**src/rtl/pgc_pkg.sv**
```systemverilog
// ============================================================================
// pgc_pkg
// Shared types and constants of the pairwise gravity and Coulomb force summer.
// ============================================================================
package pgc_pkg;

    localparam int SEP_W      = 33;
    localparam int DIST_W     = 34;
    localparam int D2_W       = 66;
    localparam int NUM_W      = 98;
    localparam int SUM_W      = 48;
    localparam int DIV_STEP   = 7;
    localparam int DIV_CYCLES = NUM_W / DIV_STEP;
    localparam int SQRT_STEP  = 2;
    localparam int SQRT_CYCLES = DIST_W / SQRT_STEP;
    localparam int REG_IDX_W  = 1;

    localparam logic [REG_IDX_W-1:0] REG_GRAVITY  = 1'b0;
    localparam logic [REG_IDX_W-1:0] REG_ELECTRIC = 1'b1;
    localparam logic [31:0]          COEF_RESET   = 32'd65536;

    typedef struct packed {
        logic               start_sum;
        logic signed [31:0] self_x;
        logic signed [31:0] self_y;
        logic signed [31:0] self_z;
        logic signed [31:0] peer_x;
        logic signed [31:0] peer_y;
        logic signed [31:0] peer_z;
        logic        [31:0] self_mass;
        logic        [31:0] peer_mass;
        logic signed [31:0] self_charge;
        logic signed [31:0] peer_charge;
    } pair_item_t;

    typedef struct packed {
        logic signed [SUM_W-1:0] sum_x;
        logic signed [SUM_W-1:0] sum_y;
        logic signed [SUM_W-1:0] sum_z;
        logic                    zero_distance;
        logic                    saturated;
    } force_item_t;

    typedef struct packed {
        logic                       start_sum;
        logic [2:0][SEP_W-1:0]      mag;
        logic [2:0]                 neg;
        logic [31:0]                mass_a;
        logic [31:0]                mass_b;
        logic [31:0]                charge_a;
        logic [31:0]                charge_b;
        logic                       charge_neg;
    } job_t;

endpackage

```
**src/rtl/pgc_front.sv**
```systemverilog
// ============================================================================
// pgc_front
// Takes pair items, forms separations and charge signs, queues the jobs.
// ============================================================================
module pgc_front
    import pgc_pkg::*;
#(
    parameter int DEPTH = 2
)
(
    input  logic       clk,
    input  logic       rst_n,
    input  logic       push,
    output logic       full,
    input  pair_item_t pair,
    output logic       job_valid,
    input  logic       job_take,
    output job_t       job
);

    localparam int PTR_W = $clog2(DEPTH);
    localparam int CNT_W = $clog2(DEPTH + 1);

    job_t             store_reg [DEPTH];
    logic [PTR_W-1:0] wr_ptr_reg;
    logic [PTR_W-1:0] rd_ptr_reg;
    logic [CNT_W-1:0] count_reg;
    job_t             job_in;
    logic             push_ok;

    function automatic logic [SEP_W:0] axis_sep(logic signed [31:0] a, logic signed [31:0] b);
        logic signed [SEP_W-1:0] diff;
        logic        [SEP_W-1:0] mag;
        diff = {b[31], b} - {a[31], a};
        mag  = diff[SEP_W-1] ? SEP_W'(-diff) : SEP_W'(diff);
        return {diff[SEP_W-1], mag};
    endfunction

    function automatic logic [31:0] abs32(logic signed [31:0] v);
        return v[31] ? 32'(-v) : 32'(v);
    endfunction

    always_comb
    begin
        logic [SEP_W:0] sx, sy, sz;
        sx = axis_sep(pair.self_x, pair.peer_x);
        sy = axis_sep(pair.self_y, pair.peer_y);
        sz = axis_sep(pair.self_z, pair.peer_z);
        job_in.start_sum  = pair.start_sum;
        job_in.mag[0]     = sx[SEP_W-1:0];
        job_in.mag[1]     = sy[SEP_W-1:0];
        job_in.mag[2]     = sz[SEP_W-1:0];
        job_in.neg        = {sz[SEP_W], sy[SEP_W], sx[SEP_W]};
        job_in.mass_a     = pair.self_mass;
        job_in.mass_b     = pair.peer_mass;
        job_in.charge_a   = abs32(pair.self_charge);
        job_in.charge_b   = abs32(pair.peer_charge);
        job_in.charge_neg = pair.self_charge[31] ^ pair.peer_charge[31];
    end

    assign full      = count_reg == CNT_W'(DEPTH);
    assign push_ok   = push && !full;
    assign job_valid = count_reg != '0;
    assign job       = store_reg[rd_ptr_reg];

    always_ff @(posedge clk or negedge rst_n)
    begin
        if (!rst_n)
        begin
            wr_ptr_reg <= '0;
            rd_ptr_reg <= '0;
            count_reg  <= '0;
        end
        else
        begin
            if (push_ok)
            begin
                wr_ptr_reg <= (wr_ptr_reg == PTR_W'(DEPTH - 1)) ? '0 : wr_ptr_reg + PTR_W'(1);
            end
            if (job_take && job_valid)
            begin
                rd_ptr_reg <= (rd_ptr_reg == PTR_W'(DEPTH - 1)) ? '0 : rd_ptr_reg + PTR_W'(1);
            end
            if (push_ok && !(job_take && job_valid))
            begin
                count_reg <= count_reg + CNT_W'(1);
            end
            else if (!push_ok && job_take && job_valid)
            begin
                count_reg <= count_reg - CNT_W'(1);
            end
        end
    end

    always_ff @(posedge clk)
    begin
        if (push_ok)
        begin
            store_reg[wr_ptr_reg] <= job_in;
        end
    end

endmodule

```
**config.mk**
```make
export PLATFORM = sky130hd
export DESIGN_NAME = pgc_front
export DESIGN_NICKNAME = d
export VERILOG_FILES = /design/src/rtl/pgc_pkg.sv /design/src/rtl/pgc_front.sv
export SDC_FILE = /design/constraint.sdc
export NUM_CORES = 1
export LEC_CHECK = 0
export ABC_CLOCK_PERIOD_IN_PS = 11700
export BUFFER_PORTS_ARGS = -buffer_cell sky130_fd_sc_hd__buf_4
export CORE_ASPECT_RATIO = 1.2
export CORE_MARGIN = 2
export CORE_UTILIZATION = 40
export CTS_CLUSTER_DIAMETER = 100
export CTS_CLUSTER_SIZE = 20
export DETAILED_ROUTE_END_ITERATION = 16
export GPL_ROUTABILITY_DRIVEN = 0
export GPL_TIMING_DRIVEN = 0
export REMOVE_ABC_BUFFERS = 1
export SYNTH_ARGS = -nofsm -noshare
export SYNTH_HDL_FRONTEND = slang
export SYNTH_SLANG_ARGS = --single-unit
```
**constraint.sdc**
```tcl
create_clock -name clk -period 11.7 [get_ports clk]
set_clock_uncertainty 0.15 [all_clocks]
set_input_delay 1.17 -clock clk [delete_from_list [all_inputs] [get_ports clk]]
set_output_delay 1.17 -clock clk [all_outputs]
set_load 0.005 [all_outputs]
```
==> results of run 1 <==
routing by layer:
layer	part of all wire	up-vias
li1	-	9553
met1	0.40	9566
met2	0.51	547
met3	0.073	99
met4	0.023	18
met5	0.0017	-
critical path: stages:
cell and delay, ns:
sky130_fd_sc_hd__buf_4 0.11, sky130_fd_sc_hd__inv_1 0.05, sky130_fd_sc_hd__ha_1 0.18, sky130_fd_sc_hd__fa_1 0.22
sky130_fd_sc_hd__nor2b_1 0.07, sky130_fd_sc_hd__o31a_1 0.33, sky130_fd_sc_hd__o31ai_1 0.44, sky130_fd_sc_hd__nand2_1 0.18
sky130_fd_sc_hd__a221oi_2 0.45, sky130_fd_sc_hd__a31oi_1 0.22, sky130_fd_sc_hd__o31ai_1 0.27, sky130_fd_sc_hd__a31oi_1 0.46
sky130_fd_sc_hd__inv_1 0.76, sky130_fd_sc_hd__o21ai_0 0.25, sky130_fd_sc_hd__xnor2_1 0.41
Yosys cell counts, drive strengths merged, types with 5 or more instances:
cell type / n / share of area
a2111oi: 8 / 0.0032
a211o: 5 / 0.0016
a211oi: 18 / 0.0051
a21boi: 8 / 0.0023
a21o: 44 / 0.012
a21oi: 125 / 0.023
a311oi: 6 / 0.0020
a31oi: 11 / 0.0028
and2: 13 / 0.0031
and3: 17 / 0.0040
and4: 5 / 0.0016
buf: 5 / 0.00075
clkbuf: 62 / 0.0087
edfxtp: 464 / 0.52
ha: 101 / 0.047
inv: 145 / 0.020
mux2: 234 / 0.099
mux2i: 5 / 0.0019
nand2: 128 / 0.018
nand2b: 13 / 0.0031
nand3: 33 / 0.0062
nand4: 16 / 0.0038
nor2: 114 / 0.016
nor2b: 15 / 0.0035
nor3: 41 / 0.0077
nor3b: 6 / 0.0017
nor4: 28 / 0.0066
o2111ai: 7 / 0.0023
o211a: 8 / 0.0030
o211ai: 25 / 0.0070
o21a: 25 / 0.0070
o21ai: 120 / 0.023
o21bai: 12 / 0.0034
o31a: 8 / 0.0026
o31ai: 42 / 0.012
o41ai: 12 / 0.0039
or2: 17 / 0.0040
or3: 23 / 0.0054
or4: 22 / 0.0068
xnor2: 151 / 0.050
xor2: 55 / 0.018
how the worst max path moves through the flow:
stage                   start                end  slack [ns]  cells past startpoint
floorplan                push    store_reg[0][0]       -0.13                      2
CTS                 pair[192]  store_reg[0][148]        6.40                     15
global placement         push  store_reg[0][194]       -6.86                      3
global route        pair[192]  store_reg[0][148]        6.00                     15
detailed placement  pair[192]  store_reg[1][148]        5.77                     15
finish              pair[192]  store_reg[0][148]        6.32                     15
cell families after synthesis:
kind of cell | count (synthesis) | synth area share
buffers and inverters | 212 | 0.02993
DFF | 468 | 0.5270
xor gates and xnor gates | 206 | 0.06775
muxes | 239 | 0.1008
AOI/OAI and AO/OA | 511 | 0.1266
and+or+nand+nor | 511 | 0.09815
adders and majority gates | 104 | 0.04971
layout make-up:
cell class | instances | share of cell area
antenna | 4 | 0.0003039
clock buffer | 41 | 0.02340
clock inverter | 6 | 0.002279
inverter | 145 | 0.01652
multi-input combinational | 1571 | 0.3586
sequential | 468 | 0.4261
tap | 892 | 0.03388
timing repair buffer | 574 | 0.1389
stage by stage:
step,instances,worst slack (ns),power (mW)
after floorplan,2184,-0.1346,3.962
after global placement,3634,-6.862,5.281
after detailed placement,3650,5.769,4.978
after CTS,3697,6.399,6.028
after global routing,3700,6.000,6.261
final,3701,6.317,5.941
power groups by stage:
stage	Combinational, mW	Clock [mW]	Sequential, mW
6_report	2.45	1.03	2.46
5_1_grt	2.65	1.12	2.49
4_1_cts	2.49	1.08	2.46
3_5_place_dp	2.48	0	2.50
3_3_place_gp	2.47	0	2.81
2_1_floorplan	1.31	0	2.65
==> tab_implementation.tex, run 1 <==
\begin{tabular}{lr}
\hline
Metric & Value \\
\hline
\multicolumn{2}{l}{\textbf{Synthesis}} \\
Avg Cell Area, Syn & 11.83 um\^{}2 \\
Number of flops mapped to enable cells by yosys & 464 \\
Synthesis warning total & 0 \\
Sequential-to-total area share from yosys stat & 0.5270 \\
Mapped cell area & 0.02663 mm\^{}2 \\
Cells after Synth & 2251 \\
Post-synthesis register bit count & 468 \\
Async set-reset flop share out of synthesis & 0.008547 \\
Count of distinct cell types in the synthesized netlist & 81 \\
Primary FF master, synth & sky130\_fd\_sc\_hd\_\_edfxtp\_1 \\
\multicolumn{2}{l}{\textbf{Power and ir drop}} \\
Largest vdd supply drop & 164.8 uV \\
Total power density per cell area & 180.3 mW/mm\^{}2 \\
Clock network fraction of total power & 0.174 \\
Switching fraction of total power & 0.3227 \\
Design internal power & 4.024 mW \\
Part of the power in registers & 0.414 \\
Combinational Power Share & 0.413 \\
Switching power of the nets & 1.917 mW \\
LEAKAGE & 12.81 nW \\
\multicolumn{2}{l}{\textbf{STA}} \\
Final min period & 5.383 ns \\
Unrepaired setup endpoints after global routing & false \\
Final Hold Vio Count & 0 \\
Transition time of the tightest slew-check pin & 1.230 ns \\
Final period util & 0.4600 \\
Slew headroom & 0.1761 \\
Worst hold slack & 0.1997 ns \\
Number of setup violations in the final report & 0 \\
Final TNS setup & 0 ns \\
Max frequency & 0.1858 GHz \\
Final slew viol count & 0 \\
\multicolumn{2}{l}{\textbf{Drt}} \\
Count of unresolved DRC violations after routing & 0 \\
1st-pass router iterations & 5 \\
Post-detailed-route via-to-cell ratio & 5.345 \\
DR WL/cell & 19.88 um \\
Remaining number of nets flagged by the antenna check after routing & 0 \\
DR vias & 19780 \\
Wirelength, routed & 73580 um \\
DRT iter0 DRCs & 1042 \\
\multicolumn{2}{l}{\textbf{Layout}} \\
Total area of multi-input combinational cells & 0.01181 mm\^{}2 \\
Post-layout nets & 3218 \\
Layout area overhead & 23.70\% \\
Fill count & 5842 \\
Utilization after layout & 0.5002 \\
Share of post-route cells with drive strength above 1 & 0.3130 \\
Footprint of the flip-flops and latches & 0.01404 mm\^{}2 \\
Most common library cell in the layout ignoring fill and taps & sky130\_fd\_sc\_hd\_\_buf\_4 \\
Final instance area & 0.03294 mm\^{}2 \\
Max reg flops & 464 \\
Top library cells by usage in the layout, fill and taps aside & sky130\_fd\_sc\_hd\_\_buf\_4, sky130\_fd\_sc\_hd\_\_edfxtp\_1, sky130\_fd\_sc\_hd\_\_mux2\_2 \\
\multicolumn{2}{l}{\textbf{Setup path}} \\
Data arrival time of the critical path & 5.59 ns \\
Critical-path maximum fanout & 25 \\
Register-to-register setup slack & 8.77 ns \\
Data required time at the worst endpoint & 11.91 ns \\
Kind of start point of the critical path & primary input \\
R2r worst-path depth & 8 \\
Critical path capture point type & flip-flop \\
Crit Path Category & in2reg \\
Terminus of the critical flop-to-flop path & store\_reg[0][62] \\
Source of the worst register-to-register timing path & count\_reg[0] \\
\multicolumn{2}{l}{\textbf{GRT}} \\
Total congestion overflow after global routing & 0 \\
Met2 routing resource usage after global routing & 0.3714 \\
Routing usage on met3 & 0.04935 \\
Maximum number of pins on one net before global-route repair & 68 \\
Antenna violations before repair & 13 \\
Met1 routing resource usage after global routing & 0.2423 \\
Global-route usage over all layers & 0.2052 \\
Number of global-route vias before repair & 19770 \\
Global-route layer with the greatest usage & met2 \\
First-pass GRT wire length & 111000 um \\
\multicolumn{2}{l}{\textbf{Clocking}} \\
Library cell used as clock root buffer & sky130\_fd\_sc\_hd\_\_clkbuf\_16 \\
Hold-fix buffer count after cts & 0 \\
CTS tree & built \\
Clock Latency Late Sink & 0.60 ns \\
Clock Path Buffers & 3 \\
Number of H-tree branching levels & 1 \\
Reg clk slew, reported paths & 0.09 ns \\
Clock Sink Count & 468 \\
Number of setup buffers added after CTS & 0 \\
Count of instances resized after the clock tree is built & 0 \\
CTS Buf Count & 29 \\
\multicolumn{2}{l}{\textbf{Die}} \\
Core ar. & 0.06585 mm\^{}2 \\
Die boundary width & 239.5 um \\
Die footprint & 0.06866 mm\^{}2 \\
Starting Density & 0.4044 \\
I/O pin cnt & 559 \\
Die Y & 286.6 um \\
Site row count & 103 \\
\multicolumn{2}{l}{\textbf{Placed design}} \\
\# port buffers & 558 \\
HPWL after detailed placement & 57160 um \\
Standard cell area after detailed placement & 0.03209 mm\^{}2 \\
\multicolumn{2}{l}{\textbf{Worst hold path}} \\
Worst min path class & in2async \\
\multicolumn{2}{l}{\textbf{Flow run}} \\
Max capacitance violation total & 0 \\
\multicolumn{2}{l}{\textbf{Status}} \\
Run status & finished, final reports clean \\
\hline
\end{tabular}
Note: power is estimated with default switching activity, not from simulation.
==> run 2: changes to the inputs <==
--- a/config.mk
+++ b/config.mk
@@ -5,7 +5,7 @@
 export SDC_FILE = /design/constraint.sdc
 export NUM_CORES = 1
 export LEC_CHECK = 0
-export ABC_CLOCK_PERIOD_IN_PS = 11700
+export ABC_CLOCK_PERIOD_IN_PS = 5100
 export BUFFER_PORTS_ARGS = -buffer_cell sky130_fd_sc_hd__buf_4
 export CORE_ASPECT_RATIO = 1.2
 export CORE_MARGIN = 2
==> constraint.sdc (replaced) <==
create_clock -name clk -period 5.1 [get_ports clk]
set_clock_uncertainty 0.15 [all_clocks]
set_input_delay 0.51 -clock clk [delete_from_list [all_inputs] [get_ports clk]]
set_output_delay 0.51 -clock clk [all_outputs]
set_load 0.005 [all_outputs]
==> tab_implementation.tex, run 2 (synthesis results as in run 1) <==
\begin{tabular}{lr}
\hline
Metric & Value \\
\hline
\multicolumn{2}{l}{\textbf{STA}} \\
Number of setup violations in the final report & 0 (unchanged) \\
Slew headroom & 0.1810 (was 0.1761) \\
Final period util & 0.9267 \\
Unrepaired setup endpoints after global routing & false (unchanged) \\
Max frequency & 0.2116 GHz \\
Final Hold Vio Count & 0 (unchanged) \\
Final TNS setup & 0 ns (unchanged) \\
Final min period & 4.726 ns \\
Transition time of the tightest slew-check pin & 1.223 ns (was 1.230 ns) \\
Final slew viol count & 0 (unchanged) \\
\multicolumn{2}{l}{\textbf{Layout}} \\
Most common library cell in the layout ignoring fill and taps & sky130\_fd\_sc\_hd\_\_buf\_4 (unchanged) \\
Share of post-route cells with drive strength above 1 & 0.3055 (was 0.3130) \\
Top library cells by usage in the layout, fill and taps aside & sky130\_fd\_sc\_hd\_\_buf\_4, sky130\_fd\_sc\_hd\_\_edfxtp\_1, sky130\_fd\_sc\_hd\_\_mux2\_2 (unchanged) \\
Post-layout nets & 3287 (was 3218) \\
Max reg flops & 464 (unchanged) \\
Layout area overhead & 26.30\% (was 23.70\%) \\
\multicolumn{2}{l}{\textbf{Power and ir drop}} \\
Design internal power & 9.266 mW (was 4.024 mW) \\
LEAKAGE & 13.10 nW (was 12.81 nW) \\
Clock network fraction of total power & 0.173 (was 0.174) \\
Post-route total power & 13.67 mW (was 5.941 mW) \\
Switching fraction of total power & 0.3224 (was 0.3227) \\
Part of the power in registers & 0.412 (was 0.414) \\
Combinational Power Share & 0.415 (was 0.413) \\
Largest vdd supply drop & 379.9 uV (was 164.8 uV) \\
Switching power of the nets & 4.408 mW (was 1.917 mW) \\
Total power density per cell area & 406.6 mW/mm\^{}2 (was 180.3 mW/mm\^{}2) \\
\multicolumn{2}{l}{\textbf{Flow run}} \\
Max capacitance violation total & 0 (unchanged) \\
\multicolumn{2}{l}{\textbf{Drt}} \\
Post-detailed-route via-to-cell ratio & 5.321 (was 5.345) \\
Count of unresolved DRC violations after routing & 0 (unchanged) \\
DR WL/cell & 19.67 um (was 19.88 um) \\
1st-pass router iterations & 6 (was 5) \\
DRT iter0 DRCs & 927 (was 1042) \\
Wirelength, routed & 74170 um (was 73580 um) \\
Remaining number of nets flagged by the antenna check after routing & 0 (unchanged) \\
DR vias & 20060 (was 19780) \\
\multicolumn{2}{l}{\textbf{Clocking}} \\
Clock Path Buffers & 3 (unchanged) \\
Library cell used as clock root buffer & sky130\_fd\_sc\_hd\_\_clkbuf\_16 (unchanged) \\
Number of H-tree branching levels & 1 (unchanged) \\
CTS Buf Count & 29 (unchanged) \\
Reg clk slew, reported paths & 0.08 ns (was 0.09 ns) \\
Clock Latency Late Sink & 0.59 ns (was 0.60 ns) \\
Clock Sink Count & 468 (unchanged) \\
CTS tree & built (unchanged) \\
\multicolumn{2}{l}{\textbf{Worst hold path}} \\
Worst Hold Path EP & count\_reg[0] \\
Worst min path class & in2reg (was in2async) \\
Min-Delay Startpoint & push \\
Cell depth of the worst hold path & 3 \\
\multicolumn{2}{l}{\textbf{GRT}} \\
Met1 routing resource usage after global routing & 0.2429 (was 0.2423) \\
Global-route layer with the greatest usage & met2 (unchanged) \\
Antenna violations before repair & 14 (was 13) \\
Routing usage on met3 & 0.04829 (was 0.04935) \\
Met2 routing resource usage after global routing & 0.3756 (was 0.3714) \\
First-pass GRT wire length & 112000 um (was 111000 um) \\
Total congestion overflow after global routing & 0 (unchanged) \\
Global-route usage over all layers & 0.2069 (was 0.2052) \\
Maximum number of pins on one net before global-route repair & 68 (unchanged) \\
Number of global-route vias before repair & 20180 (was 19770) \\
\multicolumn{2}{l}{\textbf{Setup path}} \\
Max stage delay cell, worst path & sky130\_fd\_sc\_hd\_\_inv\_1 (unchanged) \\
R2r worst-path depth & 8 (unchanged) \\
Worst setup startpoint & pair[192] (unchanged) \\
Crit Path Category & in2reg (unchanged) \\
Bufs and invs on worst path & 3 (unchanged) \\
Cell-by-cell trace of the critical path & buf\_4 -> inv\_1 -> ha\_1 -> fa\_1 -> nor2b\_1 -> o31a\_1 -> o31ai\_1 -> nand2\_1 -> a221oi\_2 -> a31oi\_1 -> o31ai\_1 -> a31oi\_1 -> inv\_1 -> o21ai\_0 -> xnor2\_1 (unchanged) \\
Critical path capture point type & flip-flop (unchanged) \\
Data required time at the worst endpoint & 5.30 ns (was 11.91 ns) \\
Kind of start point of the critical path & primary input (unchanged) \\
Family of cells with the greatest summed delay on the critical path & compound AO/OA/AOI/OAI gates (unchanged) \\
Terminus of the critical flop-to-flop path & store\_reg[0][62] (unchanged) \\
Slowest stage delay, CP & 0.76 ns (about the same) \\
Critical-path maximum fanout & 25 (unchanged) \\
Data arrival time of the critical path & 4.93 ns (was 5.59 ns) \\
Source of the worst register-to-register timing path & count\_reg[0] (unchanged) \\
Register-to-register setup slack & 2.18 ns (was 8.77 ns) \\
\multicolumn{2}{l}{\textbf{Placed design}} \\
HPWL after detailed placement & 57160 um (unchanged) \\
\# port buffers & 558 (unchanged) \\
\multicolumn{2}{l}{\textbf{Die}} \\
Site row count & 103 (unchanged) \\
Core ar. & 0.06585 mm\^{}2 (unchanged) \\
Die boundary width & 239.5 um (unchanged) \\
Starting Density & 0.4044 (unchanged) \\
I/O pin cnt & 559 (unchanged) \\
Die Y & 286.6 um (unchanged) \\
Die footprint & 0.06866 mm\^{}2 (unchanged) \\
\multicolumn{2}{l}{\textbf{Status}} \\
Run status & finished, final reports clean (unchanged) \\
\hline
\end{tabular}
-- run 2: cell count changes in the layout (fill, tap and decap cells not counted), sizes merged --
cell | previous run | this run
dlygate4sd3 | 0 | 69
-- run 2: layout make-up --
type | instances | area [um^2]
fill | 5800 | 32220
sequential | 468 | 14040
multi-input combinational | 1571 | 11810
timing repair buffer | 643 | 5268
tap | 892 | 1116
clock buffer | 41 | 770.7
inverter | 145 | 544.3
clock inverter | 6 | 75.07
antenna | 4 | 10.01
-- run 2: power groups by stage --
stage                     sequential [mW]  clock [mW]  combinational [mW]
after floorplan                      6.08           0                3.01
after global placement               6.05           0                4.52
after detailed placement             5.73           0                5.68
after CTS                            5.64        2.47                5.76
after global routing                 5.72        2.57                6.13
final                                5.64        2.36                5.67
-- run 2: worst max-delay path by stage --
stage,cells after the start,endpoint
4_1_cts,15,store_reg[0][148]
2_1_floorplan,3,store_reg[0][0]
6_report,15,store_reg[1][148]
3_5_place_dp,15,store_reg[1][148]
3_3_place_gp,3,store_reg[0][194]
5_1_grt,15,store_reg[0][148]
-- run 2: timing repair --
item,4_1_cts,5_1_grt
buffers inserted,0,0
hold buffers,69,0
hold endpoints to repair,139,0
resized for setup,0,0
-- run 2: metal layers --
| layer | wire length (um) | part of all wire | vias to the layer above |
|---|---|---|---|
| met3 | 5293 | 0.071 | 108 |
| met5 | 121 | 0.0016 | - |
| li1 | - | - | 9694 |
| met2 | 37610 | 0.51 | 583 |
| met1 | 29240 | 0.39 | 9657 |
| met4 | 1900 | 0.026 | 18 |
-- run 2: worst min-delay path, delay by kind of cell --
family	cells	cell delay, ns
buffers and inverters	1	0.11
AOI/OAI and AO/OA	2	0.14
-- run 2: metrics by stage --
step,worst slack (ns),instances,hold slack [ns],area (um^2),utilization
floorplan,-6.089,2184,0.06441,26380,-
global placement,-12.80,3634,0.1584,31680,0.4811
detailed placement,-0.1711,3650,0.1590,32090,0.4872
CTS,0.4586,3766,0.006952,33620,0.5106
global route,0.06303,3770,0.03738,33630,0.5107
finish,0.3738,3770,0.04900,33630,0.5107
==> run 3: changes to the inputs <==
--- a/config.mk
+++ b/config.mk
@@ -5,6 +5,7 @@
 export SDC_FILE = /design/constraint.sdc
 export NUM_CORES = 1
 export LEC_CHECK = 0
+export ABC_AREA = 1
 export ABC_CLOCK_PERIOD_IN_PS = 5100
 export BUFFER_PORTS_ARGS = -buffer_cell sky130_fd_sc_hd__buf_4
 export CORE_ASPECT_RATIO = 1.2
@@ -15,6 +16,7 @@
 export DETAILED_ROUTE_END_ITERATION = 16
 export GPL_ROUTABILITY_DRIVEN = 0
 export GPL_TIMING_DRIVEN = 0
+export RECOVER_POWER = 25
 export REMOVE_ABC_BUFFERS = 1
 export SYNTH_ARGS = -nofsm -noshare
 export SYNTH_HDL_FRONTEND = slang
==> tab_implementation.tex, run 3 <==
\begin{tabular}{lr}
\hline
Metric & Value \\
\hline
\multicolumn{2}{l}{\textbf{Status}} \\
Run status & complete, but fails checks (was finished, final reports clean) \\
Violated checks & max-capacitance violations, max-slew violations \\
\multicolumn{2}{l}{\textbf{Layout}} \\
Top library cells by usage in the layout, fill and taps aside & sky130\_fd\_sc\_hd\_\_nand2\_1, sky130\_fd\_sc\_hd\_\_inv\_1, sky130\_fd\_sc\_hd\_\_buf\_4 (was sky130\_fd\_sc\_hd\_\_buf\_4, sky130\_fd\_sc\_hd\_\_edfxtp\_1, sky130\_fd\_sc\_hd\_\_mux2\_2) \\
Max reg flops & 464 (unchanged) \\
Final standard cell count with taps included and fillers excluded & 5367 (was 3770) \\
Most common library cell in the layout ignoring fill and taps & sky130\_fd\_sc\_hd\_\_nand2\_1 (was sky130\_fd\_sc\_hd\_\_buf\_4) \\
Share of post-route cells with drive strength above 1 & 0.1511 (was 0.3055) \\
Layout area overhead & 23.94\% (was 26.30\%) \\
Post-layout nets & 4841 (was 3287) \\
\multicolumn{2}{l}{\textbf{Synthesis}} \\
Primary FF master, synth & sky130\_fd\_sc\_hd\_\_edfxtp\_1 (unchanged) \\
Mapped cell area & 0.02915 mm\^{}2 (was 0.02663 mm\^{}2) \\
Sequential-to-total area share from yosys stat & 0.4814 (was 0.5270) \\
Top cells by instance count after synthesis & sky130\_fd\_sc\_hd\_\_nand2\_1, sky130\_fd\_sc\_hd\_\_inv\_1, sky130\_fd\_sc\_hd\_\_edfxtp\_1 (was sky130\_fd\_sc\_hd\_\_edfxtp\_1, sky130\_fd\_sc\_hd\_\_mux2\_2, sky130\_fd\_sc\_hd\_\_xnor2\_1) \\
Avg Cell Area, Syn & 7.669 um\^{}2 (was 11.83 um\^{}2) \\
Leading cell type by number of instances after synthesis & sky130\_fd\_sc\_hd\_\_nand2\_1 (was sky130\_fd\_sc\_hd\_\_edfxtp\_1) \\
Synthesis warning total & 0 (unchanged) \\
Count of distinct cell types in the synthesized netlist & 41 (was 81) \\
Synth top area share & 0.4780 (was 0.5232) \\
Post-synthesis register bit count & 468 (unchanged) \\
Cells after Synth & 3801 (was 2251) \\
Number of flops mapped to enable cells by yosys & 464 (unchanged) \\
Largest cells by area after synthesis & sky130\_fd\_sc\_hd\_\_edfxtp\_1, sky130\_fd\_sc\_hd\_\_nand2\_1, sky130\_fd\_sc\_hd\_\_inv\_1, sky130\_fd\_sc\_hd\_\_ha\_1, sky130\_fd\_sc\_hd\_\_nand3\_1 (was sky130\_fd\_sc\_hd\_\_edfxtp\_1, sky130\_fd\_sc\_hd\_\_mux2\_2, sky130\_fd\_sc\_hd\_\_xnor2\_1, sky130\_fd\_sc\_hd\_\_ha\_1, sky130\_fd\_sc\_hd\_\_a21oi\_1) \\
Async set-reset flop share out of synthesis & 0.008547 (unchanged) \\
Most area-hungry cell type in the Yosys netlist & sky130\_fd\_sc\_hd\_\_edfxtp\_1 (unchanged) \\
\multicolumn{2}{l}{\textbf{Drt}} \\
DR WL/cell & 15.40 um (was 19.67 um) \\
Remaining number of nets flagged by the antenna check after routing & 0 (unchanged) \\
DRT iter0 DRCs & 1242 (was 927) \\
DR vias & 25240 (was 20060) \\
Wirelength, routed & 82630 um (was 74170 um) \\
Count of unresolved DRC violations after routing & 0 (unchanged) \\
Post-detailed-route via-to-cell ratio & 4.703 (was 5.321) \\
1st-pass router iterations & 5 (was 6) \\
\multicolumn{2}{l}{\textbf{STA}} \\
Final TNS setup & 0 ns (unchanged) \\
Unrepaired setup endpoints after global routing & false (unchanged) \\
Final min period & 4.013 ns (was 4.726 ns) \\
Final slew viol count & 55 (was 0) \\
Max frequency & 0.2492 GHz (was 0.2116 GHz) \\
Final period util & 0.7868 (was 0.9267) \\
Transition time of the tightest slew-check pin & 1.960 ns (was 1.223 ns) \\
Slew headroom & -0.3116 (was 0.1810) \\
Setup WS post-layout & 1.087 ns (was 0.3738 ns) \\
Number of setup violations in the final report & 0 (unchanged) \\
Final Hold Vio Count & 0 (unchanged) \\
\multicolumn{2}{l}{\textbf{Clocking}} \\
Reg clk slew, reported paths & 0.08 ns (about the same) \\
Library cell used as clock root buffer & sky130\_fd\_sc\_hd\_\_clkbuf\_16 (unchanged) \\
Number of setup buffers added after CTS & 0 (unchanged) \\
Clock Sink Count & 468 (unchanged) \\
Clock Path Buffers & 3 (unchanged) \\
CTS Buf Count & 28 (was 29) \\
Number of H-tree branching levels & 1 (unchanged) \\
Clock Latency Late Sink & 0.59 ns (about the same) \\
CTS tree & built (unchanged) \\
\multicolumn{2}{l}{\textbf{Setup path}} \\
Bufs and invs on worst path & 4 (was 3) \\
Slowest stage delay, CP & 1.25 ns (was 0.76 ns) \\
Kind of start point of the critical path & flip-flop (was primary input) \\
Cell-by-cell trace of the critical path & inv\_1 -> o21ai\_0 -> nor2\_1 -> clkbuf\_1 -> buf\_12 -> buf\_12 (was buf\_4 -> inv\_1 -> ha\_1 -> fa\_1 -> nor2b\_1 -> o31a\_1 -> o31ai\_1 -> nand2\_1 -> a221oi\_2 -> a31oi\_1 -> o31ai\_1 -> a31oi\_1 -> inv\_1 -> o21ai\_0 -> xnor2\_1) \\
Critical Path Most Common Cell & sky130\_fd\_sc\_hd\_\_buf\_12 \\
Critical-path maximum fanout & 26 (was 25) \\
Family of cells with the greatest summed delay on the critical path & buffers and inverters (was compound AO/OA/AOI/OAI gates) \\
Max stage delay cell, worst path & sky130\_fd\_sc\_hd\_\_nor2\_1 (was sky130\_fd\_sc\_hd\_\_inv\_1) \\
Worst setup startpoint & count\_reg[1] (was pair[192]) \\
Critical path capture point type & flip-flop (unchanged) \\
Register-to-register setup slack & 1.09 ns (was 2.18 ns) \\
Crit Path Category & reg2reg (was in2reg) \\
Source of the worst register-to-register timing path & count\_reg[1] (was count\_reg[0]) \\
Data arrival time of the critical path & 4.13 ns (was 4.93 ns) \\
Data required time at the worst endpoint & 5.22 ns (was 5.30 ns) \\
\multicolumn{2}{l}{\textbf{GRT}} \\
Total congestion overflow after global routing & 0 (unchanged) \\
Number of global-route vias before repair & 24030 (was 20180) \\
Global-route usage over all layers & 0.2157 (was 0.2069) \\
Maximum number of pins on one net before global-route repair & 132 (was 68) \\
Antenna violations before repair & 14 (unchanged) \\
First-pass GRT wire length & 128400 um (was 112000 um) \\
\multicolumn{2}{l}{\textbf{Power and ir drop}} \\
Total power density per cell area & 404.1 mW/mm\^{}2 (was 406.6 mW/mm\^{}2) \\
Largest vdd supply drop & 258.9 uV (was 379.9 uV) \\
LEAKAGE & 18.01 nW (was 13.10 nW) \\
\multicolumn{2}{l}{\textbf{Die}} \\
Die Y & 299.7 um (was 286.6 um) \\
Die boundary width & 250.4 um (was 239.5 um) \\
Starting Density & 0.4032 (was 0.4044) \\
Site row count & 108 (was 103) \\
I/O pin cnt & 559 (unchanged) \\
Core ar. & 0.07229 mm\^{}2 (was 0.06585 mm\^{}2) \\
Die footprint & 0.07506 mm\^{}2 (was 0.06866 mm\^{}2) \\
\multicolumn{2}{l}{\textbf{Placed design}} \\
Cell total after placement & 5248 (was 3650) \\
\# port buffers & 558 (unchanged) \\
HPWL after detailed placement & 65010 um (was 57160 um) \\
Worst slack at placement & 1.123 ns (was -0.1711 ns) \\
\multicolumn{2}{l}{\textbf{Worst hold path}} \\
Worst min path class & in2reg (unchanged) \\
Min-Delay Startpoint & pair[47] (was push) \\
\multicolumn{2}{l}{\textbf{Flow run}} \\
Max capacitance violation total & 3 (was 0) \\
\hline
\end{tabular}
-- run 3: cell types whose count changed in the layout (fill, tap and decap cells not counted), sizes merged, moves of 69 or more --
cell    before   now
o21ai      120    51
buf        574   503
mux2       234     0
nand3       33   204
inv        148   583
nor2       114   284
nand2      128  1690
xnor2      151    37
clkbuf      41   119
-- run 3: layout make-up --
type                       count  area, um^2
antenna                        5       12.51
fill                        7064       36160
clock buffer                  42       784.5
sequential                   468       14040
clock inverter                 3       33.78
tap                          935        1170
inverter                     581        2188
timing repair buffer         649        5269
multi-input combinational   2684       12630
-- run 3: final timing paths --
| kind | to | depth (start not counted) |
|---|---|---|
| worst max-delay path | store_reg[0][200] | 6 |
| min in group asynchronous | rd_ptr_reg | 2 |
| worst min-delay path | store_reg[1][48] | 3 |
| worst min register to register | count_reg[1] | 1 |
| max in group asynchronous | rd_ptr_reg | 2 |
| worst max register to register | store_reg[0][200] | 6 |
-- run 3: routing by layer --
layer  part of all wire  track usage
met3              0.060      0.04424
met5             0.0014            0
met4              0.022      0.05218
met2               0.49       0.3856
met1               0.43       0.2661
-- run 3: where the power goes --
part           internal (mW)  switching, mW
Clock                   1.07           1.24
Sequential              5.49          0.238
Combinational           2.60           3.96
-- run 3: stage by stage --
stage | hold WS, ns | power (mW) | util | area, um^2
after CTS | 0.04276 | 14.86 | 0.5013 | 36240
after detailed placement | 0.1596 | 12.48 | 0.4804 | 34730
after floorplan | 0.06441 | 9.390 | - | 28850
after global placement | 0.1595 | 11.01 | 0.4732 | 34210
after global routing | 0.06062 | 15.64 | 0.4997 | 36130
final | 0.08124 | 14.60 | 0.4998 | 36130
-- run 3: what timing repair did --
action                    in CTS  in global routing
hold endpoints to repair     139                  0
hold buffers                  69                  0
resized for setup              0                  0
-- run 3: worst min-delay path: cells and delay by family --
kind                   cells  cell delay [ns]
XOR/XNOR                   1             0.06
buffers and inverters      2             0.14
-- run 3: kinds of logic (layout without fill, tap and decap cells) --
logic type,count (synthesis),after routing,synth area share
other cells,0,5,0
fa+ha+maj,104,104,0.04541
compound gates,162,162,0.03069
buf+inv,649,1275,0.08499
xor+xnor,131,131,0.03936
simple gates,2287,2287,0.3181
flops,468,468,0.4814
